## config.mk

```make
export PLATFORM = sky130hd
export DESIGN_NAME = quadratic_extrapolation_oversampler_flat
export DESIGN_NICKNAME = d
export VERILOG_FILES = /design/src/design/qeo_pkg.sv /design/src/design/qeo_interfaces.sv /design/src/design/qeo_useq.sv /design/src/design/qeo_datapath.sv /design/src/design/quadratic_extrapolation_oversampler.sv /design/src/flat_wrapper.sv
export SDC_FILE = /design/constraint.sdc
export NUM_CORES = 2
export LEC_CHECK = 0
export BUFFER_PORTS_ARGS = -buffer_cell sky130_fd_sc_hd__buf_2
export CAP_MARGIN = 40
export CORE_UTILIZATION = 40
export DETAILED_ROUTE_END_ITERATION = 16
export GPL_ROUTABILITY_DRIVEN = 0
export SLEW_MARGIN = 20
export SYNTH_ARGS = -nofsm -noshare
export SYNTH_HDL_FRONTEND = slang
export SYNTH_SLANG_ARGS = --single-unit
export TNS_END_PERCENT = 20
```

## constraint.sdc

```tcl
create_clock -name clk -period 9.24 [get_ports clk]
set_input_delay 0.924 -clock clk [delete_from_list [all_inputs] [get_ports clk]]
set_output_delay 0.924 -clock clk [all_outputs]
set_load 0.05 [all_outputs]
```

## src/design/qeo_pkg.sv

```systemverilog
`timescale 1ns / 1ps
// ----------------------------------------------------------------------------
// qeo_pkg
// Types, constants and the microcode table of the quadratic extrapolation
// oversampler.
// ----------------------------------------------------------------------------
package qeo_pkg;

  // Fixed widths of the data path.
  localparam int DATA_W           = 32;
  localparam int FRAC_W           = 16;
  localparam int CHUNK_W          = 16;
  localparam int T_W              = DATA_W + 1;
  localparam int DIFF_W           = DATA_W + 4;
  localparam int SAMPLE_WIDTH_DEF = 32;
  localparam int NUM_CHUNKS_DEF   = 3;
  localparam int CFG_IDX_W        = 1;

  localparam logic [DATA_W-1:0] HALF_INV_PERIOD_SQ_RST = 32'd32768;
  localparam logic [DATA_W-1:0] HALF_INV_PERIOD_RST    = 32'd32768;

  typedef enum logic [CFG_IDX_W-1:0] {
    CFG_HALF_INV_PERIOD_SQ = 1'b0,
    CFG_HALF_INV_PERIOD    = 1'b1
  } cfg_reg_t;

  typedef enum logic {
    FUNC_SAMPLE = 1'b0,
    FUNC_QUERY  = 1'b1
  } func_t;

  typedef logic [3:0] step_t;

  // Micro-operations of the data path.
  typedef enum logic [2:0] {
    UOP_NOP,
    UOP_LOAD,
    UOP_MAC,
    UOP_SAT,
    UOP_ADD,
    UOP_EMIT_ZERO
  } uop_t;

  typedef enum logic [1:0] {X_D2, X_D1, X_QUAD, X_RES} xsel_t;
  typedef enum logic [1:0] {Y_HIPS, Y_HIP, Y_T} ysel_t;
  typedef enum logic [1:0] {DST_QUAD, DST_LIN, DST_RES, DST_OUT} dst_t;
  typedef enum logic {JC_NEXT, JC_LOOP} jcond_t;

  // One control word of the program.
  typedef struct packed {
    uop_t   uop;
    xsel_t  xsel;
    ysel_t  ysel;
    dst_t   dst;
    logic   wide;
    logic   emit;
    jcond_t cond;
    step_t  target;
    logic   last;
  } uword_t;

  // Control from the sequencer to the data path.
  typedef struct packed {
    logic  act;
    uop_t  uop;
    xsel_t xsel;
    ysel_t ysel;
    dst_t  dst;
    logic  wide;
  } dp_ctrl_t;

  // Status from the data path to the sequencer and the top level.
  typedef struct packed {
    logic cnt_ge2;
    logic cnt_full;
    logic out_free;
  } dp_status_t;

  // Program addresses.
  localparam step_t ST_S_LD_QUAD  = 4'd0;
  localparam step_t ST_S_MAC_QUAD = 4'd1;
  localparam step_t ST_S_SAT_QUAD = 4'd2;
  localparam step_t ST_S_LD_LIN   = 4'd3;
  localparam step_t ST_S_MAC_LIN  = 4'd4;
  localparam step_t ST_S_SAT_LIN  = 4'd5;
  localparam step_t ST_Q_LD_P     = 4'd6;
  localparam step_t ST_Q_MAC_P    = 4'd7;
  localparam step_t ST_Q_SAT_P    = 4'd8;
  localparam step_t ST_Q_ADD_LIN  = 4'd9;
  localparam step_t ST_Q_LD_R     = 4'd10;
  localparam step_t ST_Q_MAC_R    = 4'd11;
  localparam step_t ST_Q_SAT_R    = 4'd12;
  localparam step_t ST_Q_ADD_C    = 4'd13;
  localparam step_t ST_Q_INVALID  = 4'd14;

  localparam step_t ENTRY_SAMPLE  = ST_S_LD_QUAD;
  localparam step_t ENTRY_QUERY   = ST_Q_LD_P;
  localparam step_t ENTRY_NOVALID = ST_Q_INVALID;

  function automatic uword_t mk_uw(uop_t u, xsel_t x, ysel_t y, dst_t d, logic wide,
                                   logic emit, jcond_t c, step_t tgt, logic last);
    uword_t w;
    w.uop    = u;
    w.xsel   = x;
    w.ysel   = y;
    w.dst    = d;
    w.wide   = wide;
    w.emit   = emit;
    w.cond   = c;
    w.target = tgt;
    w.last   = last;
    return w;
  endfunction

  // The program: coefficient update for samples, evaluation or a zero result for queries.
  function automatic uword_t ucode_rom(step_t pc);
    uword_t w;
    unique case (pc)
      ST_S_LD_QUAD:  w = mk_uw(UOP_LOAD, X_D2, Y_HIPS, DST_RES, 1'b1, 1'b0, JC_NEXT,
                               ST_S_LD_QUAD, 1'b0);
      ST_S_MAC_QUAD: w = mk_uw(UOP_MAC, X_D2, Y_HIPS, DST_RES, 1'b1, 1'b0, JC_LOOP,
                               ST_S_MAC_QUAD, 1'b0);
      ST_S_SAT_QUAD: w = mk_uw(UOP_SAT, X_D2, Y_HIPS, DST_QUAD, 1'b1, 1'b0, JC_NEXT,
                               ST_S_SAT_QUAD, 1'b0);
      ST_S_LD_LIN:   w = mk_uw(UOP_LOAD, X_D1, Y_HIP, DST_RES, 1'b1, 1'b0, JC_NEXT,
                               ST_S_LD_LIN, 1'b0);
      ST_S_MAC_LIN:  w = mk_uw(UOP_MAC, X_D1, Y_HIP, DST_RES, 1'b1, 1'b0, JC_LOOP,
                               ST_S_MAC_LIN, 1'b0);
      ST_S_SAT_LIN:  w = mk_uw(UOP_SAT, X_D1, Y_HIP, DST_LIN, 1'b1, 1'b0, JC_NEXT,
                               ST_S_SAT_LIN, 1'b1);
      ST_Q_LD_P:     w = mk_uw(UOP_LOAD, X_QUAD, Y_T, DST_RES, 1'b1, 1'b0, JC_NEXT,
                               ST_Q_LD_P, 1'b0);
      ST_Q_MAC_P:    w = mk_uw(UOP_MAC, X_QUAD, Y_T, DST_RES, 1'b1, 1'b0, JC_LOOP,
                               ST_Q_MAC_P, 1'b0);
      ST_Q_SAT_P:    w = mk_uw(UOP_SAT, X_QUAD, Y_T, DST_RES, 1'b1, 1'b0, JC_NEXT,
                               ST_Q_SAT_P, 1'b0);
      ST_Q_ADD_LIN:  w = mk_uw(UOP_ADD, X_RES, Y_T, DST_RES, 1'b1, 1'b0, JC_NEXT,
                               ST_Q_ADD_LIN, 1'b0);
      ST_Q_LD_R:     w = mk_uw(UOP_LOAD, X_RES, Y_T, DST_RES, 1'b0, 1'b0, JC_NEXT,
                               ST_Q_LD_R, 1'b0);
      ST_Q_MAC_R:    w = mk_uw(UOP_MAC, X_RES, Y_T, DST_RES, 1'b0, 1'b0, JC_LOOP,
                               ST_Q_MAC_R, 1'b0);
      ST_Q_SAT_R:    w = mk_uw(UOP_SAT, X_RES, Y_T, DST_RES, 1'b0, 1'b0, JC_NEXT,
                               ST_Q_SAT_R, 1'b0);
      ST_Q_ADD_C:    w = mk_uw(UOP_ADD, X_RES, Y_T, DST_OUT, 1'b0, 1'b1, JC_NEXT,
                               ST_Q_ADD_C, 1'b1);
      ST_Q_INVALID:  w = mk_uw(UOP_EMIT_ZERO, X_RES, Y_T, DST_OUT, 1'b0, 1'b1, JC_NEXT,
                               ST_Q_INVALID, 1'b1);
      default:       w = mk_uw(UOP_NOP, X_RES, Y_T, DST_RES, 1'b0, 1'b0, JC_NEXT,
                               ST_S_LD_QUAD, 1'b1);
    endcase
    return w;
  endfunction

endpackage

```

## src/design/qeo_interfaces.sv

```systemverilog
`timescale 1ns / 1ps
// ----------------------------------------------------------------------------
// qeo_in_if / qeo_out_if
// Valid/ready channels for input items and for results.
// ----------------------------------------------------------------------------

// Input channel: a new sample or a query.
interface qeo_in_if;
  logic                     valid;
  logic                     ready;
  logic                     func;
  logic signed [31:0]       stamp;
  logic signed [31:0]       sample_value;

  modport source (output valid, output func, output stamp, output sample_value,
                  input ready);
  modport sink   (input valid, input func, input stamp, input sample_value,
                  output ready);
endinterface

// Result channel: one estimate per query.
interface qeo_out_if;
  logic                     valid;
  logic                     ready;
  logic signed [31:0]       estimate;
  logic                     estimate_valid;

  modport source (output valid, output estimate, output estimate_valid, input ready);
  modport sink   (input valid, input estimate, input estimate_valid, output ready);
endinterface

```

## src/design/qeo_useq.sv

```systemverilog
`timescale 1ns / 1ps
// ----------------------------------------------------------------------------
// qeo_useq
// Microcode sequencer: step counter, loop counter and program table.
// ----------------------------------------------------------------------------
module qeo_useq #(
  parameter int NUM_CHUNKS = qeo_pkg::NUM_CHUNKS_DEF
) (
  input  logic                  clk,
  input  logic                  rst_n,
  input  logic                  start,
  input  qeo_pkg::step_t        entry,
  input  qeo_pkg::dp_status_t   status,
  output qeo_pkg::dp_ctrl_t     ctrl,
  output logic                  busy
);

  localparam int CNT_W = (NUM_CHUNKS > 1) ? $clog2(NUM_CHUNKS) : 1;

  logic                 busy_r, busy_nxt;
  qeo_pkg::step_t       pc_r, pc_nxt;
  logic [CNT_W-1:0]     cnt_r, cnt_nxt;
  qeo_pkg::uword_t      uw;
  logic                 fire;

  // Step and loop registers.
  always_ff @(posedge clk) begin
    if (!rst_n) begin
      busy_r <= 1'b0;
      pc_r   <= qeo_pkg::ENTRY_SAMPLE;
      cnt_r  <= '0;
    end else begin
      busy_r <= busy_nxt;
      pc_r   <= pc_nxt;
      cnt_r  <= cnt_nxt;
    end
  end

  // Fetch, stall on a full result register, and branch.
  always_comb begin
    uw       = qeo_pkg::ucode_rom(pc_r);
    fire     = busy_r && !(uw.emit && !status.out_free);
    busy_nxt = busy_r;
    pc_nxt   = pc_r;
    cnt_nxt  = cnt_r;
    if (!busy_r) begin
      if (start) begin
        busy_nxt = 1'b1;
        pc_nxt   = entry;
      end
    end else if (fire) begin
      if (uw.uop == qeo_pkg::UOP_LOAD) begin
        cnt_nxt = CNT_W'(NUM_CHUNKS - 1);
      end else if (uw.uop == qeo_pkg::UOP_MAC && cnt_r != '0) begin
        cnt_nxt = cnt_r - 1'b1;
      end
      if (uw.cond == qeo_pkg::JC_LOOP && cnt_r != '0) begin
        pc_nxt = uw.target;
      end else if (uw.last) begin
        busy_nxt = 1'b0;
      end else begin
        pc_nxt = pc_r + qeo_pkg::step_t'(1);
      end
    end
  end

  assign ctrl.act  = fire;
  assign ctrl.uop  = uw.uop;
  assign ctrl.xsel = uw.xsel;
  assign ctrl.ysel = uw.ysel;
  assign ctrl.dst  = uw.dst;
  assign ctrl.wide = uw.wide;
  assign busy      = busy_r;

endmodule

```

## src/design/qeo_datapath.sv

```systemverilog
`timescale 1ns / 1ps
// ----------------------------------------------------------------------------
// qeo_datapath
// Sample history, coefficients, a shared 16-bit slice multiplier with
// accumulator, saturation and the result register.
// ----------------------------------------------------------------------------
module qeo_datapath #(
  parameter int SAMPLE_WIDTH = qeo_pkg::SAMPLE_WIDTH_DEF
) (
  input  logic                                clk,
  input  logic                                rst_n,
  input  logic                                in_accept,
  input  logic                                in_func,
  input  logic signed [qeo_pkg::DATA_W-1:0]   in_stamp,
  input  logic signed [qeo_pkg::DATA_W-1:0]   in_sample,
  input  logic                                cfg_we,
  input  logic [qeo_pkg::CFG_IDX_W-1:0]       cfg_index,
  input  logic [qeo_pkg::DATA_W-1:0]          cfg_wdata,
  input  qeo_pkg::dp_ctrl_t                   ctrl,
  output qeo_pkg::dp_status_t                 status,
  input  logic                                out_ready,
  output logic                                out_valid,
  output logic signed [qeo_pkg::DATA_W-1:0]   estimate,
  output logic                                estimate_valid
);

  localparam int DW     = qeo_pkg::DATA_W;
  localparam int FW     = qeo_pkg::FRAC_W;
  localparam int CW     = qeo_pkg::CHUNK_W;
  localparam int TW     = qeo_pkg::T_W;
  localparam int DFW    = qeo_pkg::DIFF_W;
  localparam int COEF_W = SAMPLE_WIDTH + FW;
  localparam int OPW    = (COEF_W > DFW) ? COEF_W : DFW;
  localparam int NCH    = (OPW + CW - 1) / CW;
  localparam int XPW    = NCH * CW;
  localparam int AW     = XPW + TW;
  localparam int MW     = AW - FW;
  localparam int SW     = COEF_W + 1;

  localparam logic [MW-1:0] COEF_MAX_M = {{(MW - COEF_W + 1){1'b0}}, {(COEF_W - 1){1'b1}}};
  localparam logic [MW-1:0] W32_MAX_M  = {{(MW - DW + 1){1'b0}}, {(DW - 1){1'b1}}};
  localparam logic signed [SW-1:0] COEF_HI_S = {2'b00, {(COEF_W - 1){1'b1}}};
  localparam logic signed [SW-1:0] W32_HI_S  = {{(SW - DW + 1){1'b0}}, {(DW - 1){1'b1}}};

  // Control state.
  logic [DW-1:0]               hips_r, hip_r;
  logic [1:0]                  count_r;
  logic                        out_valid_r;

  // Payload state.
  logic signed [DW-1:0]        older_r, middle_r, const_r, newest_r;
  logic signed [COEF_W-1:0]    quad_r, lin_r, res_r;
  logic signed [DFW-1:0]       d2_r, d1_r;
  logic signed [TW-1:0]        t_r;
  logic [XPW-1:0]              mx_r;
  logic [TW-1:0]               my_r;
  logic                        neg_r;
  logic [AW-1:0]               acc_r;
  logic signed [DW-1:0]        estimate_r;
  logic                        est_valid_r;

  logic signed [DFW-1:0]       s0, s1, s2, d2_new, d1_new;
  logic signed [TW-1:0]        t_new;
  logic signed [OPW-1:0]       x_ext;
  logic [OPW-1:0]              x_mag;
  logic [TW-1:0]               y_mag;
  logic                        y_sgn;
  logic [CW-1:0]               chunk;
  logic [CW+TW-1:0]            prod;
  logic [AW-1:0]               acc_mac;
  logic [MW-1:0]               m, lim, m_sat;
  logic [COEF_W-1:0]           mag_c, sat_val;
  logic signed [SW-1:0]        addend, sum, hi, lo, sum_sat;
  logic                        emit;

  // Second difference and slope term of the three newest samples, and the query time offset.
  always_comb begin
    s0     = DFW'(older_r);
    s1     = DFW'(middle_r);
    s2     = DFW'(in_sample);
    d2_new = s0 - (s1 <<< 1) + s2;
    d1_new = s0 - (s1 <<< 2) + (s2 <<< 1) + s2;
    t_new  = TW'(in_stamp) - TW'(newest_r);
  end

  // Operand selection and sign split for the magnitude multiplier.
  always_comb begin
    unique case (ctrl.xsel)
      qeo_pkg::X_D2:   x_ext = OPW'(d2_r);
      qeo_pkg::X_D1:   x_ext = OPW'(d1_r);
      qeo_pkg::X_QUAD: x_ext = OPW'(quad_r);
      qeo_pkg::X_RES:  x_ext = OPW'(res_r);
      default:         x_ext = '0;
    endcase
    x_mag = x_ext[OPW-1] ? (~x_ext + 1'b1) : x_ext;
    unique case (ctrl.ysel)
      qeo_pkg::Y_HIPS: begin
        y_sgn = 1'b0;
        y_mag = TW'(hips_r);
      end
      qeo_pkg::Y_HIP: begin
        y_sgn = 1'b0;
        y_mag = TW'(hip_r);
      end
      qeo_pkg::Y_T: begin
        y_sgn = t_r[TW-1];
        y_mag = t_r[TW-1] ? (~t_r + 1'b1) : t_r;
      end
      default: begin
        y_sgn = 1'b0;
        y_mag = '0;
      end
    endcase
  end

  // One 16-bit slice of the multiplicand per step, most significant first.
  always_comb begin
    chunk   = mx_r[XPW-1 -: CW];
    prod    = chunk * my_r;
    acc_mac = (acc_r << CW) + AW'(prod);
  end

  // Drop the fraction bits, clamp the magnitude and restore the sign.
  always_comb begin
    m       = acc_r[AW-1:FW];
    lim     = (ctrl.wide ? COEF_MAX_M : W32_MAX_M) + MW'(neg_r);
    m_sat   = (m > lim) ? lim : m;
    mag_c   = m_sat[COEF_W-1:0];
    sat_val = neg_r ? (~mag_c + 1'b1) : mag_c;
  end

  // Saturating add of the linear coefficient or the constant term.
  always_comb begin
    addend = ctrl.wide ? SW'(lin_r) : SW'(const_r);
    sum    = SW'(res_r) + addend;
    hi     = ctrl.wide ? COEF_HI_S : W32_HI_S;
    lo     = ~hi;
    if (sum > hi) begin
      sum_sat = hi;
    end else if (sum < lo) begin
      sum_sat = lo;
    end else begin
      sum_sat = sum;
    end
  end

  assign emit = ctrl.act &&
                ((ctrl.uop == qeo_pkg::UOP_ADD && ctrl.dst == qeo_pkg::DST_OUT) ||
                 ctrl.uop == qeo_pkg::UOP_EMIT_ZERO);

  // Registers, sample count and result handshake.
  always_ff @(posedge clk) begin
    if (!rst_n) begin
      hips_r      <= qeo_pkg::HALF_INV_PERIOD_SQ_RST;
      hip_r       <= qeo_pkg::HALF_INV_PERIOD_RST;
      count_r     <= '0;
      out_valid_r <= 1'b0;
    end else begin
      if (cfg_we) begin
        unique case (qeo_pkg::cfg_reg_t'(cfg_index))
          qeo_pkg::CFG_HALF_INV_PERIOD_SQ: hips_r <= cfg_wdata;
          qeo_pkg::CFG_HALF_INV_PERIOD:    hip_r  <= cfg_wdata;
          default: ;
        endcase
      end
      if (in_accept && in_func == qeo_pkg::FUNC_SAMPLE && count_r != 2'd3) begin
        count_r <= count_r + 2'd1;
      end
      if (emit) begin
        out_valid_r <= 1'b1;
      end else if (out_ready) begin
        out_valid_r <= 1'b0;
      end
    end
  end

  // Sample history and the arithmetic steps.
  always_ff @(posedge clk) begin
    if (in_accept) begin
      if (in_func == qeo_pkg::FUNC_SAMPLE) begin
        if (count_r[1]) begin
          d2_r    <= d2_new;
          d1_r    <= d1_new;
          const_r <= in_sample;
        end
        older_r  <= middle_r;
        middle_r <= in_sample;
        newest_r <= in_stamp;
      end else begin
        t_r <= t_new;
      end
    end
    if (ctrl.act) begin
      unique case (ctrl.uop)
        qeo_pkg::UOP_LOAD: begin
          mx_r  <= XPW'(x_mag);
          my_r  <= y_mag;
          neg_r <= x_ext[OPW-1] ^ y_sgn;
          acc_r <= '0;
        end
        qeo_pkg::UOP_MAC: begin
          acc_r <= acc_mac;
          mx_r  <= mx_r << CW;
        end
        qeo_pkg::UOP_SAT: begin
          unique case (ctrl.dst)
            qeo_pkg::DST_QUAD: quad_r <= sat_val;
            qeo_pkg::DST_LIN:  lin_r  <= sat_val;
            default:           res_r  <= sat_val;
          endcase
        end
        qeo_pkg::UOP_ADD: begin
          if (ctrl.dst == qeo_pkg::DST_OUT) begin
            estimate_r  <= sum_sat[DW-1:0];
            est_valid_r <= 1'b1;
          end else begin
            res_r <= sum_sat[COEF_W-1:0];
          end
        end
        qeo_pkg::UOP_EMIT_ZERO: begin
          estimate_r  <= '0;
          est_valid_r <= 1'b0;
        end
        default: ;
      endcase
    end
  end

  assign status.cnt_ge2  = count_r[1];
  assign status.cnt_full = &count_r;
  assign status.out_free = !out_valid_r || out_ready;
  assign out_valid       = out_valid_r;
  assign estimate        = estimate_r;
  assign estimate_valid  = est_valid_r;

endmodule

```

## src/design/quadratic_extrapolation_oversampler.sv

```systemverilog
`timescale 1ns / 1ps
// ----------------------------------------------------------------------------
// quadratic_extrapolation_oversampler
// Fits a parabola through the three newest samples and evaluates it at
// query times, in signed Q16.16 with saturation.
// ----------------------------------------------------------------------------
// Usage:
// in_ch carries transactions with func = 0 (a new sample at time stamp) or
// func = 1 (a query at time stamp). Each query yields one transaction on
// out_ch; samples yield none. Until three samples are held, a query returns
// estimate 0 with estimate_valid low.
// The two period reciprocals are written through cfg_we/cfg_index/cfg_wdata,
// by the user only while the block is idle; the block does not enforce it.
// The first two samples are only stored and leave in_ch.ready high. A later
// sample rebuilds both coefficients and keeps in_ch.ready low until the
// update is done. A query keeps in_ch.ready low until its estimate reaches
// the result register; an early query only writes the zero estimate there.
// Every product goes through the single shared 16 x 33 multiplier one 16-bit
// slice at a time, three slices by default.
// Reset clears the sample count and the result valid flag and loads both
// reciprocals with 0.5. If out_ch stalls, the finished result waits in its
// register; a following sample is still processed, and a following query
// waits at its final step until the register is free.
// ----------------------------------------------------------------------------
module quadratic_extrapolation_oversampler #(
  parameter int SAMPLE_WIDTH = qeo_pkg::SAMPLE_WIDTH_DEF
) (
  input  logic                              clk,
  input  logic                              rst_n,
  qeo_in_if.sink                            in_ch,
  qeo_out_if.source                         out_ch,
  input  logic                              cfg_we,
  input  logic [qeo_pkg::CFG_IDX_W-1:0]     cfg_index,
  input  logic [qeo_pkg::DATA_W-1:0]        cfg_wdata
);

  localparam int COEF_W = SAMPLE_WIDTH + qeo_pkg::FRAC_W;
  localparam int OPW    = (COEF_W > qeo_pkg::DIFF_W) ? COEF_W : qeo_pkg::DIFF_W;
  localparam int NCH    = (OPW + qeo_pkg::CHUNK_W - 1) / qeo_pkg::CHUNK_W;

  logic                   busy;
  logic                   in_accept;
  logic                   start;
  qeo_pkg::step_t         entry;
  qeo_pkg::dp_ctrl_t      ctrl;
  qeo_pkg::dp_status_t    status;

  // Input handshake and choice of program entry.
  assign in_ch.ready = !busy;
  assign in_accept   = in_ch.valid && !busy;
  assign start       = in_accept && (in_ch.func == qeo_pkg::FUNC_QUERY || status.cnt_ge2);
  assign entry       = (in_ch.func == qeo_pkg::FUNC_QUERY) ?
                       (status.cnt_full ? qeo_pkg::ENTRY_QUERY : qeo_pkg::ENTRY_NOVALID) :
                       qeo_pkg::ENTRY_SAMPLE;

  qeo_useq #(
    .NUM_CHUNKS (NCH)
  ) u_useq (
    .clk    (clk),
    .rst_n  (rst_n),
    .start  (start),
    .entry  (entry),
    .status (status),
    .ctrl   (ctrl),
    .busy   (busy)
  );

  qeo_datapath #(
    .SAMPLE_WIDTH (SAMPLE_WIDTH)
  ) u_datapath (
    .clk            (clk),
    .rst_n          (rst_n),
    .in_accept      (in_accept),
    .in_func        (in_ch.func),
    .in_stamp       (in_ch.stamp),
    .in_sample      (in_ch.sample_value),
    .cfg_we         (cfg_we),
    .cfg_index      (cfg_index),
    .cfg_wdata      (cfg_wdata),
    .ctrl           (ctrl),
    .status         (status),
    .out_ready      (out_ch.ready),
    .out_valid      (out_ch.valid),
    .estimate       (out_ch.estimate),
    .estimate_valid (out_ch.estimate_valid)
  );

endmodule

```

## src/flat_wrapper.sv

```systemverilog
// flat-port wrapper written by rule: the top's interface ports become plain ports
module quadratic_extrapolation_oversampler_flat 
#(
  parameter int SAMPLE_WIDTH = qeo_pkg::SAMPLE_WIDTH_DEF
)
  (clk, rst_n, cfg_we, cfg_index, cfg_wdata, in_ch_valid, in_ch_func, in_ch_stamp, in_ch_sample_value, in_ch_ready, out_ch_valid, out_ch_estimate, out_ch_estimate_valid, out_ch_ready);
  qeo_in_if in_ch_i ();
  qeo_out_if out_ch_i ();
  input  logic clk;
  input  logic rst_n;
  input  logic cfg_we;
  input  logic [qeo_pkg::CFG_IDX_W-1:0] cfg_index;
  input  logic [qeo_pkg::DATA_W-1:0] cfg_wdata;
  input wire logic [$bits(in_ch_i.valid)-1:0] in_ch_valid;
  input wire logic [$bits(in_ch_i.func)-1:0] in_ch_func;
  input wire logic [$bits(in_ch_i.stamp)-1:0] in_ch_stamp;
  input wire logic [$bits(in_ch_i.sample_value)-1:0] in_ch_sample_value;
  output wire logic [$bits(in_ch_i.ready)-1:0] in_ch_ready;
  output wire logic [$bits(out_ch_i.valid)-1:0] out_ch_valid;
  output wire logic [$bits(out_ch_i.estimate)-1:0] out_ch_estimate;
  output wire logic [$bits(out_ch_i.estimate_valid)-1:0] out_ch_estimate_valid;
  input wire logic [$bits(out_ch_i.ready)-1:0] out_ch_ready;
  assign in_ch_i.valid = in_ch_valid;
  assign in_ch_i.func = in_ch_func;
  assign in_ch_i.stamp = in_ch_stamp;
  assign in_ch_i.sample_value = in_ch_sample_value;
  assign in_ch_ready = in_ch_i.ready;
  assign out_ch_valid = out_ch_i.valid;
  assign out_ch_estimate = out_ch_i.estimate;
  assign out_ch_estimate_valid = out_ch_i.estimate_valid;
  assign out_ch_i.ready = out_ch_ready;
  quadratic_extrapolation_oversampler #(.SAMPLE_WIDTH(SAMPLE_WIDTH)) u_core (.clk(clk), .rst_n(rst_n), .in_ch(in_ch_i), .out_ch(out_ch_i), .cfg_we(cfg_we), .cfg_index(cfg_index), .cfg_wdata(cfg_wdata));
endmodule
```

# Word level (Yosys, flattened, before mapping)
# Memories as Yosys holds them, arrays and structs flattened. A register that Yosys moved wholly into a read port is not among the register bits.
# Index checks and enable logic that the tools add are counted.
[word_totals]
in_bits = 103
out_inout_bits = 35
mem_count = 1
reg_bits = 647
elab_cells = 149
mem_bits_ro = 272
[classes]
reduce_logical = 42
add_sub_neg = 15
n_eq_ne = 18
multipliers = 1
bitwise_logic = 7
n_mux = 39
order_cmp = 3
[memory_table]
columns = ["name", "depth", "width", "read_ports", "rd_ports_with_merged_regs", "write_ports", "line_no", "source"]
rows = [
  ["(name not given)", 16, 17, 1, 1, 0, "qeo_pkg.sv:118", "unique case (pc)"],
]
[ops]
columns = ["cell", "n"]
rows = [
  ["$mux W48", 7],
  ["$pmux W48 S2", 2],
  ["$pmux W48 S4", 1],
  ["$pmux W81 S2", 1],
  ["$pmux W33 S3", 1],
  ["$add A48 B1 Y48 const B", 2],
  ["$not A48 Y48", 2],
  ["$mux W47", 2],
  ["$add A81 B49 Y81", 1],
  ["$gt A65 B48 Y1", 1],
  ["$pmux W32 S2", 1],
  ["$add A48 B49 Y49", 1],
  ["$gt A49 B48 Y1", 1],
  ["$lt A49 B49 Y1", 1],
  ["$mul A16 B33 Y49", 1],
  ["$mux W49", 1],
  ["$not A47 Y49", 1],
  ["$add A47 B1 Y48", 1],
  ["$add A35 B33 Y36", 1],
  ["$add A36 B32 Y36", 1],
  ["$mux W4", 9],
  ["$add A34 B32 Y35", 1],
  ["$sub A32 B34 Y35", 1],
  ["$sub A32 B33 Y34", 1],
  ["other kinds (30)", 83],
]

# Depth between registers and ports, before layout
[logic_depth]
word_depth = 10
depth_mapped = 32
mapped_depth_nobuf = 28

# By module
# Synthesis repeated with hierarchy kept, for this count alone.
[unflattened]
cells_unflattened = 6019
hier_area_um2 = 59203.0
[by_module_without_submodules]
columns = ["module", "cells_each", "n_inst", "seq_area_each_um2", "area_each_um2"]
rows = [
  ["qeo_datapath", 5879, 1, 18487.7, 57883.0],
  ["qeo_useq", 135, 1, 460.4, 1285.0],
  ["quadratic_extrapolation_oversampler", 5, 1, 0.0, 35.0],
]

# Worst setup path before layout
# OpenSTA, ideal clock, no wires.
[synth_timing]
path_kind = "input to register"
startpoint = "in out_ch_ready"
endpoint = "reg u_core.u_useq.cnt_r[1]"
t_required_ps = 9118
path_stages = 6
arrival_ps = 8334
path_buffers = 0
setup_time_ps = 122
setup_slack_ps = 784
cell_sequence = "nor2b_1 > nand2_1 > nand2_1 > a21oi_1 > nand3b_1 > o221a_2"
[synth_between]
elab_chain_cells = 6
[synth_rtl]
columns = ["element", "line_no", "source"]
rows = [
  ["from (decl)", "flat_wrapper.sv:22", "input wire logic [$bits(out_ch_i.ready)-1:0] out_ch_ready;"],
  ["$logic_or A1 B1 Y1", "qeo_datapath.sv:231", "assign status.out_free = !out_valid_r || out_ready;"],
  ["$logic_not A1 Y1", "qeo_useq.sv:42", "fire = busy_r && !(uw.emit && !status.out_free);"],
  ["$logic_and A1 B1 Y1", "qeo_useq.sv:42", ""],
  ["$logic_not A1 Y1", "qeo_useq.sv:42", ""],
  ["$logic_and A1 B1 Y1", "qeo_useq.sv:42", ""],
  ["$reduce_and A3 Y1 (no source line)", "--", ""],
  ["to (signal assigned)", "qeo_useq.sv:35", "cnt_r <= cnt_nxt;"],
  ["to (decl)", "qeo_useq.sv:22", "logic [CNT_W-1:0] cnt_r, cnt_nxt;"],
]
# Every way passes these cells.
# A chain may end at the register's enable or synchronous reset.

# Final worst setup path
[layout_timing]
startpoint = "reg, netlist name u_core.u_useq.uw[7]"
endpoint = "reg u_core.u_datapath.res_r[46] (data pin)"
[layout_between]
elab_chain_cells = 9
word_cells_on_any_way = 18
cone_classes = "add/sub (3); order compare (3); mux (10); bitwise (2)"
[layout_rtl]
columns = ["element", "line_no", "source"]
rows = [
  ["$mux W47", "qeo_datapath.sv:126, qeo_datapath.sv:136", ""],
  ["$add A47 B1 Y48", "qeo_datapath.sv:126", "lim = (ctrl.wide ? COEF_MAX_M : W32_MAX_M) + MW'(neg_r);"],
  ["$gt A65 B48 Y1", "qeo_datapath.sv:127", "m_sat = (m > lim) ? lim : m;"],
  ["$mux W48", "qeo_datapath.sv:127", ""],
  ["$not A48 Y48", "qeo_datapath.sv:129", "sat_val = neg_r ? (~mag_c + 1'b1) : mag_c;"],
  ["$add A48 B1 Y48", "qeo_datapath.sv:129", ""],
  ["$mux W48", "qeo_datapath.sv:129", ""],
  ["$mux W48", "qeo_datapath.sv:206", "unique case (ctrl.dst)"],
  ["$pmux W48 S2 *", "qeo_datapath.sv:194", "unique case (ctrl.uop)"],
  ["to (signal assigned)", "qeo_datapath.sv:209", "default: res_r <= sat_val;"],
  ["to (signal assigned)", "qeo_datapath.sv:217", "res_r <= sum_sat[COEF_W-1:0];"],
  ["to (decl)", "qeo_datapath.sv:52", "logic signed [COEF_W-1:0] quad_r, lin_r, res_r;"],
]
# Mark *: on every way between the ends. The rest lies on a longest branch, timed or not. The select of a mux whose other input is x is not followed.

==> metrics.txt <==
Tcrit/Tclk final 93.60%; main combinational cell family by area after synthesis adder cells; top-area cell type share of the netlist area a little under 30%; R2R setup slack 0.59 ns; CTS max path bufs 3; yosys warns 0; post-synth top area cell edfxtp_1; Main synth FF type edfxtp_1; area of the multi-input gates between 0.03 and 0.04 sq mm; DRT iter0 DRCs between 3k and 4k; distinct cell type count after synthesis ~110; gr usage total a little under a quarter; post-route design area 0.06497 sq mm; Switch Pwr 11.41 mW; adder-cell share of the synthesized area 27.25%; Hold WC Path Type in -> reg; site row count 140; synthesis-to-finish area growth 9.950%; PwrDens roughly 360 mW/mm^2; Max VDD drop 854.0 uV; first-pass GRT wire length ~260000 microns; CTS Hold Buffers Added 0; Slew Viols, Final 0; largest net degree at the start of global routing 80; Port Buf Inserts about 140; DR vias/cell roughly 5.4; vias 43.91k; Max transition margin between 30% and 40%; average cell area after synthesis between 9 and 10 sq um; Switching Share between 40% and 50%; worst path required time slightly below 10 ns; critical path endpoint category register; Die Area roughly 0.15 sq mm; number of max-cap violations 0; grt ovf 0; clk sinks 661; most frequent cells in the layout inv_1 (911), nand2_1 (697), edfxtp_1 (571); ANT nets after route 0; Hold EP u_core.u_datapath.middle_r[19]; Remaining DRCs 0; Sequential Power Share between 10% and 20%; Cell Area, Synth a little under 0.06 sq mm; drt wl/cell slightly above 20 microns; Net Count, Synth ~7.1k; clk slew on worst S/H paths 0.07 ns; CTS buffer count 78; Compound-Gate Fraction of Synth Area between 10% and 20%; DP Area between 0.06 and 0.07 sq mm; DP HPWL about 130000 microns; Ports about 140; Die Ht about 390 microns; FFs w/ async S/R, synth 0%; initial antenna violation count 1; commonest non-fill, non-tap cell in the layout inv_1; xor/xnor cell area share of the yosys netlist roughly 3.8%; mux share of post-synthesis cell area under 10%; fmax between 100 and 150 MHz; status complete, no violations; Worst R2R End u_core.u_datapath.res_r[46]; Fillers about 14k; Seq cells post-synth ~660; Logic pwr share between 60 and 70%; RSZ-0062 raised after global routing false; final hold viol count 0; slew at the pin closest to its max-slew limit between 1 and 1.5 ns; Critical Path Fanout Max 19; number of synthesized flops with an enable pin 571; Clock Skew 0.04642 ns; clock group share of total power 14.4%; Setup-failing EPs final 0; Pint 11.79 mW; Die Wd 386.4 microns; Final Net Count between 7k and 8k; Starting Density 40.45%; Synth Instances roughly 6.0k; H-tree Lvls 3; Synth area leaders edfxtp_1 (29%), fa_1 (19%), ha_1 (8.3%); DR pass1 iterations 6; min cycle time layout 8.649 ns; CTS tree built; critical path arrival between 9 and 10 ns; clk_lat worst skew approximately 0.72 ns; Crit Path Class reg -> reg; Hold Path Stages 1; Min-Delay Startpoint in_ch_sample_value[19]; Post-Route WL 167700 microns; Worst setup SP type register; clock root cell clkbuf_16; reg2reg start u_core.u_useq.uw[7]; LEAKAGE 27.90 nW; number of global-route vias before repair 43.70k; FF+latch area approximately 0.019 sq mm; r2r worst-path depth 27; share of layout cells above drive strength 1 about 8.8%; core area ~0.15 sq mm; sequential fraction of the synthesis area between 30% and 40%; final setup TNS 0 ns; simple-gate share of the synthesized area between 10% and 20%
==> synth_stat cells, types with 44 or more instances <==
cell and number:
nor2b_1 53, a21boi_0 80, clkbuf_1 206, and2_1 253, o21ai_0 228, xor2_1 99
ha_1 391, dfxtp_1 90, a21oi_1 318, nor3_1 96, nor2_1 361, a21o_1 92
nand2b_1 57, xnor2_1 158, inv_1 911, nand3_1 64, nand2_1 697, edfxtp_1 571
mux4_2 44, mux2i_1 59, fa_1 560
==> metrics by stage <==
| stage | setup slack, ns | hold WS [ns] | std cells | utilization [%] | power (mW) |
|---|---|---|---|---|---|
| after floorplan | 0.7845 | 0.4401 | 6023 | - | 15.45 |
| after global placement | 1.031 | 0.4501 | 7909 | 42.35 | 19.55 |
| after detailed placement | 0.6251 | 0.4576 | 7929 | 42.52 | 19.62 |
| after CTS | 0.6234 | 0.3637 | 8074 | 44.41 | 23.12 |
| after global routing | 0.06975 | 0.3996 | 8078 | 44.47 | 25.30 |
| final | 0.5914 | 0.4204 | 8082 | 44.47 | 23.20 |
==> state kept, by name, indices dropped and copies added (netlist names), 2 cells and up <==
| name | flops |
|---|---|
| u_core.u_datapath.acc_r | 81 |
| u_core.u_datapath.const_r | 32 |
| u_core.u_datapath.count_r | 2 |
| u_core.u_datapath.d1_r | 35 |
| u_core.u_datapath.d2_r | 35 |
| u_core.u_datapath.estimate | 32 |
| u_core.u_datapath.hip_r | 32 |
| u_core.u_datapath.hips_r | 32 |
| u_core.u_datapath.lin_r | 48 |
| u_core.u_datapath.middle_r | 32 |
| u_core.u_datapath.mx_r | 48 |
| u_core.u_datapath.my_r | 33 |
| u_core.u_datapath.newest_r | 32 |
| u_core.u_datapath.older_r | 32 |
| u_core.u_datapath.quad_r | 48 |
| u_core.u_datapath.res_r | 48 |
| u_core.u_datapath.t_r | 33 |
| u_core.u_useq.cnt_r | 2 |
| u_core.u_useq.pc_r | 4 |
| u_core.u_useq.uw | 16 |
==> layout make-up <==
type / count / share of cell area, %
Multi-Input combinational cell: 4200 / 55.08
Sequential cell: 661 / 29.18
Inverter: 914 / 5.284
Tap cell: 1917 / 3.692
Clock buffer: 96 / 3.301
Timing Repair Buffer: 241 / 2.498
Clock inverter: 49 / 0.9533
Antenna cell: 4 / 0.01541
==> timing repair <==
action | CTS | global route
setup buffers | 0 | 0
hold endpoints to repair | 0 | 0
endpoints found under the setup margin | 0 | 34
gates resized for setup | 0 | 2
==> worst max-delay path: stages, from the launching register on <==
cell	delay [ns]
dfxtp_2	0.64
buf_4	0.27
mux2_2	0.35
ha_1	0.40
o21ai_0	0.13
a22oi_1	0.43
a311oi_1	0.18
a31oi_1	0.28
nand3_1	0.24
and3_1	0.21
o311ai_0	0.47
a31o_2	0.26
a221oi_1	0.09
xnor2_1	0.38
ha_1	0.33
nand4b_1	0.19
nor2_2	0.14
nand4_1	0.14
or3_1	0.38
or4_1	0.52
nor4_1	0.32
nand4_1	0.16
a2111oi_2	0.36
a31oi_1	0.15
o21ai_2	0.53
buf_4	0.37
a31oi_1	0.15
mux2_2	0.31
==> metal layers <==
layer  wire length (microns)  GRT usage [%]
met2                   79250          36.76
met4                    5753          7.925
met5                      13              0
met1                   71520          30.29
met3                   11140          3.630
==> cells by family (layout without fill, tap and decap cells) <==
| kind of cell | after synthesis | in the layout |
|---|---|---|
| DFF | 661 | 661 |
| muxes | 140 | 140 |
| xor gates and xnor gates | 257 | 257 |
| and+or+nand+nor | 1788 | 1788 |
| adders and majority gates | 951 | 951 |
| AOI/OAI and AO/OA | 1064 | 1064 |
| other | 0 | 4 |
| buffers and inverters | 1162 | 1300 |
==> worst max-delay path by stage <==
stage / depth (start not counted) / start / slack [ns] / end
4_1_cts: 27 / u_core.u_useq.uw[7] / 0.62 / u_core.u_datapath.res_r[17]
5_1_grt: 28 / u_core.u_useq.uw[7] / 0.07 / u_core.u_datapath.res_r[37]
2_1_floorplan: 6 / out_ch_ready / 0.78 / u_core.u_useq.cnt_r[1]
3_3_place_gp: 28 / u_core.u_useq.uw[7] / 1.03 / u_core.u_datapath.res_r[41]
6_report: 27 / u_core.u_useq.uw[7] / 0.59 / u_core.u_datapath.res_r[46]
3_5_place_dp: 27 / u_core.u_useq.uw[7] / 0.63 / u_core.u_datapath.res_r[23]
==> power groups by stage <==
stage          sequential (mW)  clock, mW  combinational (mW)
2_1_floorplan             3.65          0                11.8
3_3_place_gp              3.77          0                15.8
3_5_place_dp              3.76          0                15.9
4_1_cts                   3.70       3.40                16.0
5_1_grt                   3.71       3.49                18.1
6_report                  3.70       3.34                16.2
(Power assumes the default switching activity.)
